### config.mk
export PLATFORM = sky130hd
export DESIGN_NAME = kiss_command_deframer_flat
export DESIGN_NICKNAME = d
export VERILOG_FILES = /design/src/kcd_pkg.sv /design/src/kcd_in_if.sv /design/src/kcd_out_if.sv /design/src/kiss_command_deframer.sv /design/src/flat_wrapper.sv
export SDC_FILE = /design/constraint.sdc
export NUM_CORES = 1
export LEC_CHECK = 0
export BUFFER_PORTS_ARGS = -buffer_cell sky130_fd_sc_hd__buf_2
export CORE_UTILIZATION = 53
export DETAILED_ROUTE_END_ITERATION = 8
export PLACE_DENSITY = 0.82
export SYNTH_ARGS = -nofsm -noshare
export SYNTH_HDL_FRONTEND = slang
export SYNTH_SLANG_ARGS = --single-unit
### constraint.sdc
create_clock -name i_clk -period 3.2 [get_ports i_clk]
set_input_delay 0.64 -clock i_clk [delete_from_list [all_inputs] [get_ports i_clk]]
set_output_delay 0.64 -clock i_clk [all_outputs]
set_load 0.01 [all_outputs]
### src/kcd_pkg.sv
// Package for the KISS command deframer: field widths, KISS byte codes,
// result event codes, configuration register indexes and channel payload types.
// No dependencies.
`default_nettype none

package kcd_pkg;

    // Default size of the frame store, in stored bytes
    localparam int MAX_FRAME_DEF = 256;

    localparam int BYTE_W  = 8;
    localparam int EVENT_W = 4;
    localparam int PLEN_W  = 9;
    localparam int COUNT_W = 32;
    localparam int MAXLEN_W = 9;
    localparam int HDR_W    = 7;
    localparam int CFG_W    = 9;
    localparam int CFG_IDX_W = 1;

    // Configuration register indexes
    localparam logic [CFG_IDX_W-1:0] REG_MAX_LENGTH   = 1'd0;
    localparam logic [CFG_IDX_W-1:0] REG_HEADER_BYTES = 1'd1;

    localparam logic [MAXLEN_W-1:0] MAX_LENGTH_RST   = 9'd256;
    localparam logic [HDR_W-1:0]    HEADER_BYTES_RST = 7'd16;

    // KISS special bytes
    localparam logic [BYTE_W-1:0] KISS_FEND      = 8'hC0;
    localparam logic [BYTE_W-1:0] KISS_FESC      = 8'hDB;
    localparam logic [BYTE_W-1:0] KISS_TFEND     = 8'hDC;
    localparam logic [BYTE_W-1:0] KISS_TFESC     = 8'hDD;
    localparam logic [BYTE_W-1:0] KISS_DATA_TYPE = 8'h00;

    // Result event codes
    localparam logic [EVENT_W-1:0] EV_CONSUMED   = 4'd0;
    localparam logic [EVENT_W-1:0] EV_PAYLOAD    = 4'd1;
    localparam logic [EVENT_W-1:0] EV_COMPLETE   = 4'd2;
    localparam logic [EVENT_W-1:0] EV_EXTRA_FEND = 4'd3;
    localparam logic [EVENT_W-1:0] EV_NOT_DATA   = 4'd4;
    localparam logic [EVENT_W-1:0] EV_BAD_ESCAPE = 4'd5;
    localparam logic [EVENT_W-1:0] EV_OVERFLOW   = 4'd6;
    localparam logic [EVENT_W-1:0] EV_TOO_SHORT  = 4'd7;
    localparam logic [EVENT_W-1:0] EV_OUTSIDE    = 4'd8;

endpackage

`default_nettype wire

### src/kcd_in_if.sv
// Input channel of the KISS command deframer: one received byte per transfer.
// Depends on kcd_pkg for the field width.
`default_nettype none

interface kcd_in_if;
    logic                        valid;
    logic                        ready;
    logic [kcd_pkg::BYTE_W-1:0]  rx_byte;

    modport source (output valid, output rx_byte, input ready);
    modport sink   (input valid, input rx_byte, output ready);
endinterface

`default_nettype wire

### src/kcd_out_if.sv
// Result channel of the KISS command deframer: one result per transfer.
// Depends on kcd_pkg for the field widths.
`default_nettype none

interface kcd_out_if;
    logic                          valid;
    logic                          ready;
    logic [kcd_pkg::EVENT_W-1:0]   event_res;
    logic [kcd_pkg::BYTE_W-1:0]    payload_byte;
    logic                          last;
    logic [kcd_pkg::PLEN_W-1:0]    payload_length;
    logic [kcd_pkg::COUNT_W-1:0]   command_count;

    modport source (output valid, output event_res, output payload_byte, output last,
                    output payload_length, output command_count, input ready);
    modport sink   (input valid, input event_res, input payload_byte, input last,
                    input payload_length, input command_count, output ready);
endinterface

`default_nettype wire

### src/kiss_command_deframer.sv
// KISS command deframer top level: frame state, escape handling, header strip,
// result register and configuration registers.
// Depends on kcd_pkg, kcd_in_if and kcd_out_if.
//
//  channel   direction  transfer moves
//  i_in      in         rx_byte (one raw serial byte)
//  o_out     out        event_res, payload_byte, last, payload_length, command_count
//  cfg       in         i_cfg_we / i_cfg_idx / i_cfg_data, one register write per edge
//
//  A byte is taken every cycle unless o_out stalls; its result shows the cycle after.
//  The single result register sets the rate: a byte is taken whenever that
//  register is empty or its result is taken in the same cycle.
//  A stall on o_out holds the result and stops i_in until the transfer completes.
//  Synchronous active-low reset clears frame state, the command count and
//  loads max_length 256 and header_bytes 16.
`default_nettype none

module kiss_command_deframer #(
    parameter int MAX_FRAME = kcd_pkg::MAX_FRAME_DEF
) (
    input  wire logic                            i_clk,
    input  wire logic                            i_rst_n,
    kcd_in_if.sink                               i_in,
    kcd_out_if.source                            o_out,
    input  wire logic                            i_cfg_we,
    input  wire logic [kcd_pkg::CFG_IDX_W-1:0]   i_cfg_idx,
    input  wire logic [kcd_pkg::CFG_W-1:0]       i_cfg_data
);

    // The stored count never exceeds max_length or MAX_FRAME, so it is capped at 511
    localparam int LIM_MAX = (MAX_FRAME < 511) ? MAX_FRAME : 511;
    localparam int CW      = $clog2(LIM_MAX + 1);
    localparam logic [kcd_pkg::MAXLEN_W-1:0] FRAME_CAP = kcd_pkg::MAXLEN_W'(LIM_MAX);

    // configuration
    logic [kcd_pkg::MAXLEN_W-1:0] r_max_length;
    logic [kcd_pkg::HDR_W-1:0]    r_header_bytes;

    // frame state
    logic                 r_in_frame, n_in_frame;
    logic                 r_expect_type, n_expect_type;
    logic                 r_escape, n_escape;
    logic [CW-1:0]        r_stored, n_stored;
    logic [kcd_pkg::COUNT_W-1:0] r_cmd_cnt, n_cmd_cnt;

    // result register
    logic                          r_valid;
    logic [kcd_pkg::EVENT_W-1:0]   r_event, n_event;
    logic [kcd_pkg::BYTE_W-1:0]    r_pay, n_pay;
    logic                          r_last, n_last;
    logic [kcd_pkg::PLEN_W-1:0]    r_plen, n_plen;

    logic                          w_accept;
    logic [kcd_pkg::BYTE_W-1:0]    w_b;
    logic [kcd_pkg::MAXLEN_W-1:0]  w_lim9;
    logic [CW-1:0]                 w_lim;
    logic                          w_full;
    logic                          w_past_hdr;
    logic                          w_long_enough;
    logic [kcd_pkg::BYTE_W-1:0]    w_store_val;
    logic                          w_do_store;

    assign i_in.ready = !r_valid || o_out.ready;
    assign w_accept   = i_in.valid && i_in.ready;
    assign w_b        = i_in.rx_byte;

    assign w_lim9 = (r_max_length < FRAME_CAP) ? r_max_length : FRAME_CAP;
    assign w_lim  = w_lim9[CW-1:0];
    assign w_full = (r_stored >= w_lim);
    assign w_past_hdr    = (10'(r_stored) >= 10'(r_header_bytes));
    assign w_long_enough = (10'(r_stored) > (10'(r_header_bytes) + 10'd1));

    always_comb begin
        n_in_frame    = r_in_frame;
        n_expect_type = r_expect_type;
        n_escape      = r_escape;
        n_stored      = r_stored;
        n_cmd_cnt     = r_cmd_cnt;
        n_event       = kcd_pkg::EV_CONSUMED;
        n_pay         = '0;
        n_last        = 1'b0;
        n_plen        = '0;
        w_store_val   = w_b;
        w_do_store    = 1'b0;

        if (!r_in_frame) begin
            if (w_b == kcd_pkg::KISS_FEND) begin
                n_in_frame    = 1'b1;
                n_expect_type = 1'b1;
                n_escape      = 1'b0;
                n_stored      = '0;
            end else begin
                n_event = kcd_pkg::EV_OUTSIDE;
            end
        end else if (r_expect_type) begin
            if (w_b == kcd_pkg::KISS_FEND) begin
                n_event = kcd_pkg::EV_EXTRA_FEND;
            end else begin
                n_expect_type = 1'b0;
                if (w_b != kcd_pkg::KISS_DATA_TYPE) begin
                    n_event = kcd_pkg::EV_NOT_DATA;
                end
            end
        end else if (r_escape) begin
            n_escape = 1'b0;
            // a full frame reports overflow before the escape is checked
            if (w_full) begin
                n_event = kcd_pkg::EV_OVERFLOW;
            end else if (w_b == kcd_pkg::KISS_TFEND) begin
                w_store_val = kcd_pkg::KISS_FEND;
                w_do_store  = 1'b1;
            end else if (w_b == kcd_pkg::KISS_TFESC) begin
                w_store_val = kcd_pkg::KISS_FESC;
                w_do_store  = 1'b1;
            end else begin
                n_event = kcd_pkg::EV_BAD_ESCAPE;
            end
        end else if (w_b == kcd_pkg::KISS_FESC) begin
            n_escape = 1'b1;
        end else if (w_b == kcd_pkg::KISS_FEND) begin
            if (w_long_enough) begin
                n_cmd_cnt  = r_cmd_cnt + 32'd1;
                n_in_frame = 1'b0;
                n_event    = kcd_pkg::EV_COMPLETE;
                n_last     = 1'b1;
                n_plen     = kcd_pkg::PLEN_W'(10'(r_stored) - 10'(r_header_bytes));
            end else begin
                n_event = kcd_pkg::EV_TOO_SHORT;
            end
        end else begin
            w_do_store = 1'b1;
        end

        if (w_do_store) begin
            if (w_full) begin
                n_event = kcd_pkg::EV_OVERFLOW;
            end else begin
                n_stored = r_stored + CW'(1);
                if (w_past_hdr) begin
                    n_event = kcd_pkg::EV_PAYLOAD;
                    n_pay   = w_store_val;
                end
            end
        end
    end

    always_ff @(posedge i_clk) begin
        if (!i_rst_n) begin
            r_max_length   <= kcd_pkg::MAX_LENGTH_RST;
            r_header_bytes <= kcd_pkg::HEADER_BYTES_RST;
        end else if (i_cfg_we) begin
            case (i_cfg_idx)
                kcd_pkg::REG_MAX_LENGTH: begin
                    r_max_length <= i_cfg_data[kcd_pkg::MAXLEN_W-1:0];
                end
                kcd_pkg::REG_HEADER_BYTES: begin
                    r_header_bytes <= i_cfg_data[kcd_pkg::HDR_W-1:0];
                end
                default: begin
                end
            endcase
        end
    end

    always_ff @(posedge i_clk) begin
        if (!i_rst_n) begin
            r_in_frame    <= 1'b0;
            r_expect_type <= 1'b0;
            r_escape      <= 1'b0;
            r_stored      <= '0;
            r_cmd_cnt     <= '0;
            r_valid       <= 1'b0;
        end else begin
            if (w_accept) begin
                r_in_frame    <= n_in_frame;
                r_expect_type <= n_expect_type;
                r_escape      <= n_escape;
                r_stored      <= n_stored;
                r_cmd_cnt     <= n_cmd_cnt;
                r_valid       <= 1'b1;
            end else if (o_out.ready) begin
                r_valid <= 1'b0;
            end
        end
    end

    // payload of the result register, loaded on every accepted byte
    always_ff @(posedge i_clk) begin
        if (w_accept) begin
            r_event <= n_event;
            r_pay   <= n_pay;
            r_last  <= n_last;
            r_plen  <= n_plen;
        end
    end

    assign o_out.valid          = r_valid;
    assign o_out.event_res      = r_event;
    assign o_out.payload_byte   = r_pay;
    assign o_out.last           = r_last;
    assign o_out.payload_length = r_plen;
    assign o_out.command_count  = r_cmd_cnt;

    a_last_is_complete: assert property (@(posedge i_clk) disable iff (!i_rst_n)
        (r_valid && r_last) |-> (r_event == kcd_pkg::EV_COMPLETE))
        else $error("last set on a result that is not a completion");

    a_count_steps: assert property (@(posedge i_clk) disable iff (!i_rst_n)
        (w_accept && n_event == kcd_pkg::EV_COMPLETE) |=>
            (r_cmd_cnt == $past(r_cmd_cnt) + 32'd1))
        else $error("command count did not advance on completion");

    a_type_no_escape: assert property (@(posedge i_clk) disable iff (!i_rst_n)
        r_expect_type |-> (!r_escape && r_in_frame))
        else $error("escape pending or out of frame while waiting for type byte");

    a_pay_only_payload: assert property (@(posedge i_clk) disable iff (!i_rst_n)
        (r_valid && r_event != kcd_pkg::EV_PAYLOAD) |-> (r_pay == '0))
        else $error("payload byte nonzero on a non-payload result");

endmodule

`default_nettype wire

### src/flat_wrapper.sv
// flat-port wrapper written by rule: the top's interface ports become plain ports
module kiss_command_deframer_flat 
#(
    parameter int MAX_FRAME = kcd_pkg::MAX_FRAME_DEF
)
  (i_clk, i_rst_n, i_cfg_we, i_cfg_idx, i_cfg_data, i_in_valid, i_in_rx_byte, i_in_ready, o_out_valid, o_out_event_res, o_out_payload_byte, o_out_last, o_out_payload_length, o_out_command_count, o_out_ready);
  kcd_in_if i_in_i ();
  kcd_out_if o_out_i ();
  input  wire logic i_clk;
  input  wire logic i_rst_n;
  input  wire logic i_cfg_we;
  input  wire logic [kcd_pkg::CFG_IDX_W-1:0] i_cfg_idx;
  input  wire logic [kcd_pkg::CFG_W-1:0] i_cfg_data;
  input wire logic [$bits(i_in_i.valid)-1:0] i_in_valid;
  input wire logic [$bits(i_in_i.rx_byte)-1:0] i_in_rx_byte;
  output wire logic [$bits(i_in_i.ready)-1:0] i_in_ready;
  output wire logic [$bits(o_out_i.valid)-1:0] o_out_valid;
  output wire logic [$bits(o_out_i.event_res)-1:0] o_out_event_res;
  output wire logic [$bits(o_out_i.payload_byte)-1:0] o_out_payload_byte;
  output wire logic [$bits(o_out_i.last)-1:0] o_out_last;
  output wire logic [$bits(o_out_i.payload_length)-1:0] o_out_payload_length;
  output wire logic [$bits(o_out_i.command_count)-1:0] o_out_command_count;
  input wire logic [$bits(o_out_i.ready)-1:0] o_out_ready;
  assign i_in_i.valid = i_in_valid;
  assign i_in_i.rx_byte = i_in_rx_byte;
  assign i_in_ready = i_in_i.ready;
  assign o_out_valid = o_out_i.valid;
  assign o_out_event_res = o_out_i.event_res;
  assign o_out_payload_byte = o_out_i.payload_byte;
  assign o_out_last = o_out_i.last;
  assign o_out_payload_length = o_out_i.payload_length;
  assign o_out_command_count = o_out_i.command_count;
  assign o_out_i.ready = o_out_ready;
  kiss_command_deframer #(.MAX_FRAME(MAX_FRAME)) u_core (.i_clk(i_clk), .i_rst_n(i_rst_n), .i_in(i_in_i), .o_out(o_out_i), .i_cfg_we(i_cfg_we), .i_cfg_idx(i_cfg_idx), .i_cfg_data(i_cfg_data));
endmodule
==> results.md <==
- Outcome: finished, final reports clean
- Setup repair after global routing missed its margin: false
- Diodes inserted: 0
- Layout cells sized above 1: 0.1833
- Critical Path Fanout Max: 22
- Die outline area: 9163 um2
- Count of final hold-check violations: 0
- Number of pins with negative max-slew slack in the final report: 0
- Routability cong.: 0.8699
- Cell accounting for the most synthesized area: sky130_fd_sc_hd__dfxtp_1
- Clock Path Buffers: 2
- Cells on worst reg2reg path: 10
- Sequential area share after synthesis: 0.4042
- Number of synthesized flops with an enable pin: 22
- Power density relative to cell area: 380.9 nW/um2
- Instance count of the mapped netlist: 547
- Number of I/O port buffers: 78
- Antenna-violating nets left: 0
- Fin nets: 679
- Clock tree from TritonCTS: yes
- Number of cells in the design after placement: 722
- Number of global-route vias before repair: 3865
- Leading register cell type out of synthesis: sky130_fd_sc_hd__dfxtp_1
- Total clock buffers created by CTS: 9
- Flip-flop and latch count after synthesis: 83
- Static leakage: 0.002123 uW
- Worst EP arrival: 3.27 ns
- Class of the most critical hold timing path: reg -> reg
- Post-synthesis area per instance: 8.511 um2
- Worst Max-Slew Pin Slew: 0.8135 ns
- Placed inst area: 5197 um2
- Pin count of the biggest net entering global routing: 44
- Launching element type of the critical path: flop
- Distinct cell type count of the synthesized netlist: 59
- Filler cell count in the final layout: 708
- Initial antenna violation count: 0
- Number of buffers inserted to repair setup after CTS: 0
- Hold slack: 0.4619 ns
- Class of the most critical setup path: reg -> reg
- Synthesis Warnings: 0
- Cell area after technology mapping: 4656 um2
- Number of levels in the clock H-tree: 3
- Crit end category: flop
- Total track usage: 0.2513
- Max-cap viol count: 0
- Commonest cells after routing, fill and taps aside: sky130_fd_sc_hd__buf_2 (78), sky130_fd_sc_hd__nand2_1 (70), sky130_fd_sc_hd__dfxtp_1 (61)
- Total Neg Setup Slack: 0 ns
- Clock sinks: 83
- Placeable core area: 8341 um2
- Starting Density: 0.5582
- Die Width: 95.73 um
- Max frequency: 0.3338 GHz
- VDD IR max: 0.1956 mV
- Req. time, crit path: 3.48 ns
- Post-synthesis to final-layout area growth: 16.39%
- Wire length of the first global-routing pass: 17860 um
- Part of the cycle the worst path needs: 0.9362
- Async SR Flop Fraction: 0
- Site row count: 33
- Worst hold stages: 2
- Relative slew slack: 0.4571
- Wirelength, routed: 11160 um
- Routed len/inst: 15.12 um
- Drt first pass iters: 5
- Final cell count without fillers: 738
- I/O pin total: 79
- Final setup violating endpoints: 0
- Clk Latency, worst-skew pair: 0.35 ns
- Cells taking the most area after synthesis: sky130_fd_sc_hd__dfxtp_1 (26%), sky130_fd_sc_hd__edfxtp_1 (14%), sky130_fd_sc_hd__ha_1 (7.3%)
- Tmin final: 2.996 ns
- Vias/cell: 5.974
- Most common cell after layout, fill and taps aside: sky130_fd_sc_hd__buf_2
- Total via count after detailed routing: 4409
- Worst reg2reg setup slack: 0.20 ns
- Hold buffer count at cts: 0
- Total half-perimeter wirelength after legalization and detailed placement: 8243 um
- Grt ovf: 0
- Final Skew: 0.01226 ns
- Post-synth net total: 598
- Die height: 95.73 um
- Root Driver: sky130_fd_sc_hd__clkbuf_8
- Area share of the largest cell type after synthesis: 0.2623
- Clk slew on worst S/H paths: 0.08 ns
- Remaining design rule violation count: 0
- Violation count after the first detailed-routing iteration: 349
- Final non-filler cell area: 5419 um2
==> state kept, by name, summed over array words and instances, names as in the netlist <==
signal and flops:
u_core.o_out.command_count 32, u_core.o_out.event_res 4, u_core.o_out.last 1, u_core.o_out.payload_byte 8, u_core.o_out.payload_length 9, u_core.o_out.valid 1, u_core.r_escape 1, u_core.r_expect_type 1
u_core.r_header_bytes 7, u_core.r_in_frame 1, u_core.r_max_length 9, u_core.r_stored 9
==> cells by family (layout without fill, tap and decap cells) <==
kind of cell               count (synthesis)  count (layout)  synth area share
buffers and inverters                     51             137           0.04273
muxes                                      3               3          0.006719
xor gates and xnor gates                  12              12           0.02257
AOI/OAI and AO/OA                        135             135            0.1844
and+or+nand+nor                          235             235            0.2626
DFF                                       83              83            0.4042
adders and majority gates                 28              28           0.07686
==> path summary, 6_finish.rpt <==
| kind | startpoint | endpoint |
|---|---|---|
| setup / recovery | u_core.r_header_bytes[4] | u_core.o_out.command_count[21] |
| hold / removal | u_core.r_max_length[0] | u_core.r_max_length[0] |
| setup reg to reg | u_core.r_header_bytes[4] | u_core.o_out.command_count[21] |
| hold reg to reg | u_core.r_max_length[0] | u_core.r_max_length[0] |
==> report_power, final <==
| part | internal, uW | leakage, uW | switching, uW | total (uW) |
|---|---|---|---|---|
| Sequential | 1100 | 0.000713 | 10.1 | 1110 |
| Combinational | 58.8 | 0.00130 | 101 | 160 |
| Clock | 419 | 0.000109 | 378 | 797 |
==> worst max-delay path, cell delays in order (launching register included) <==
cell,delay (ns)
sky130_fd_sc_hd__dfxtp_1,0.37
sky130_fd_sc_hd__inv_1,0.09
sky130_fd_sc_hd__nor3_1,0.27
sky130_fd_sc_hd__nand3_1,0.14
sky130_fd_sc_hd__xnor2_1,0.14
sky130_fd_sc_hd__ha_1,0.30
sky130_fd_sc_hd__nand4_1,0.14
sky130_fd_sc_hd__o31a_1,0.35
sky130_fd_sc_hd__o2111ai_4,0.35
sky130_fd_sc_hd__or4_1,0.58
sky130_fd_sc_hd__a21oi_1,0.18
==> routing by layer <==
| metal | up-vias | share of wire | wire length, um | track usage |
|---|---|---|---|---|
| li1 | 2167 | - | - | - |
| met1 | 2089 | 0.44 | 4927 | 0.3277 |
| met2 | 142 | 0.49 | 5433 | 0.4196 |
| met3 | 11 | 0.061 | 684 | 0.03712 |
| met4 | 0 | 0.010 | 116 | 0.09701 |
| met5 | - | 0 | 0 | 0 |
==> cells in the mapped netlist (all sizes together) (2+ instances only) <==
master and n:
nor3 13, and2 7, or3 22, ha 27, and4 3, nand2b 7, nor4 8, clkbuf 18
a22o 2, clkinv 2, mux2i 2, o21ai 30, o2111ai 2, or2 3, a21oi 57, o211ai 6
a21boi 2, xor2 4, inv 29, edfxtp 22, nand4b 2, xnor2 8, a21o 2, buf 2
nand4 12, nor2b 11, o21a 3, nand2 70, o41ai 2, nand3 32, o31ai 8, dfxtp 61
a221o 6, or4 9, o211a 2, o311ai 2, nor4b 2, and3 3, nor2 29
==> layout make-up <==
cell class	instances	area [um2]	share of cell area
flip-flops and latches	83	1882	0.3473
inverters	31	116.4	0.02147
clock buffers	14	205.2	0.03787
clock inverters	2	12.51	0.002309
repair buffers	90	493.0	0.09097
multi-input cells	413	2579	0.4759
well taps	105	131.4	0.02424
==> through the flow <==
step | worst slack (ns) | util | power [uW]
6_report | 0.2041 | 0.6497 | 2064
5_1_grt | 0.01046 | 0.6497 | 2134
4_1_cts | 0.1721 | 0.6493 | 2073
3_5_place_dp | 0.1049 | 0.6232 | 1290
3_3_place_gp | 0.2167 | 0.6232 | 1283
2_1_floorplan | 0.3621 | - | 1231
==> timing repair <==
| item | in CTS | in global routing |
|---|---|---|
| gates resized for setup | 0 | 1 |
| hold endpoints to repair | 0 | 0 |
| setup endpoints to repair | 0 | 6 |
Power figures use the tool's default switching activity.
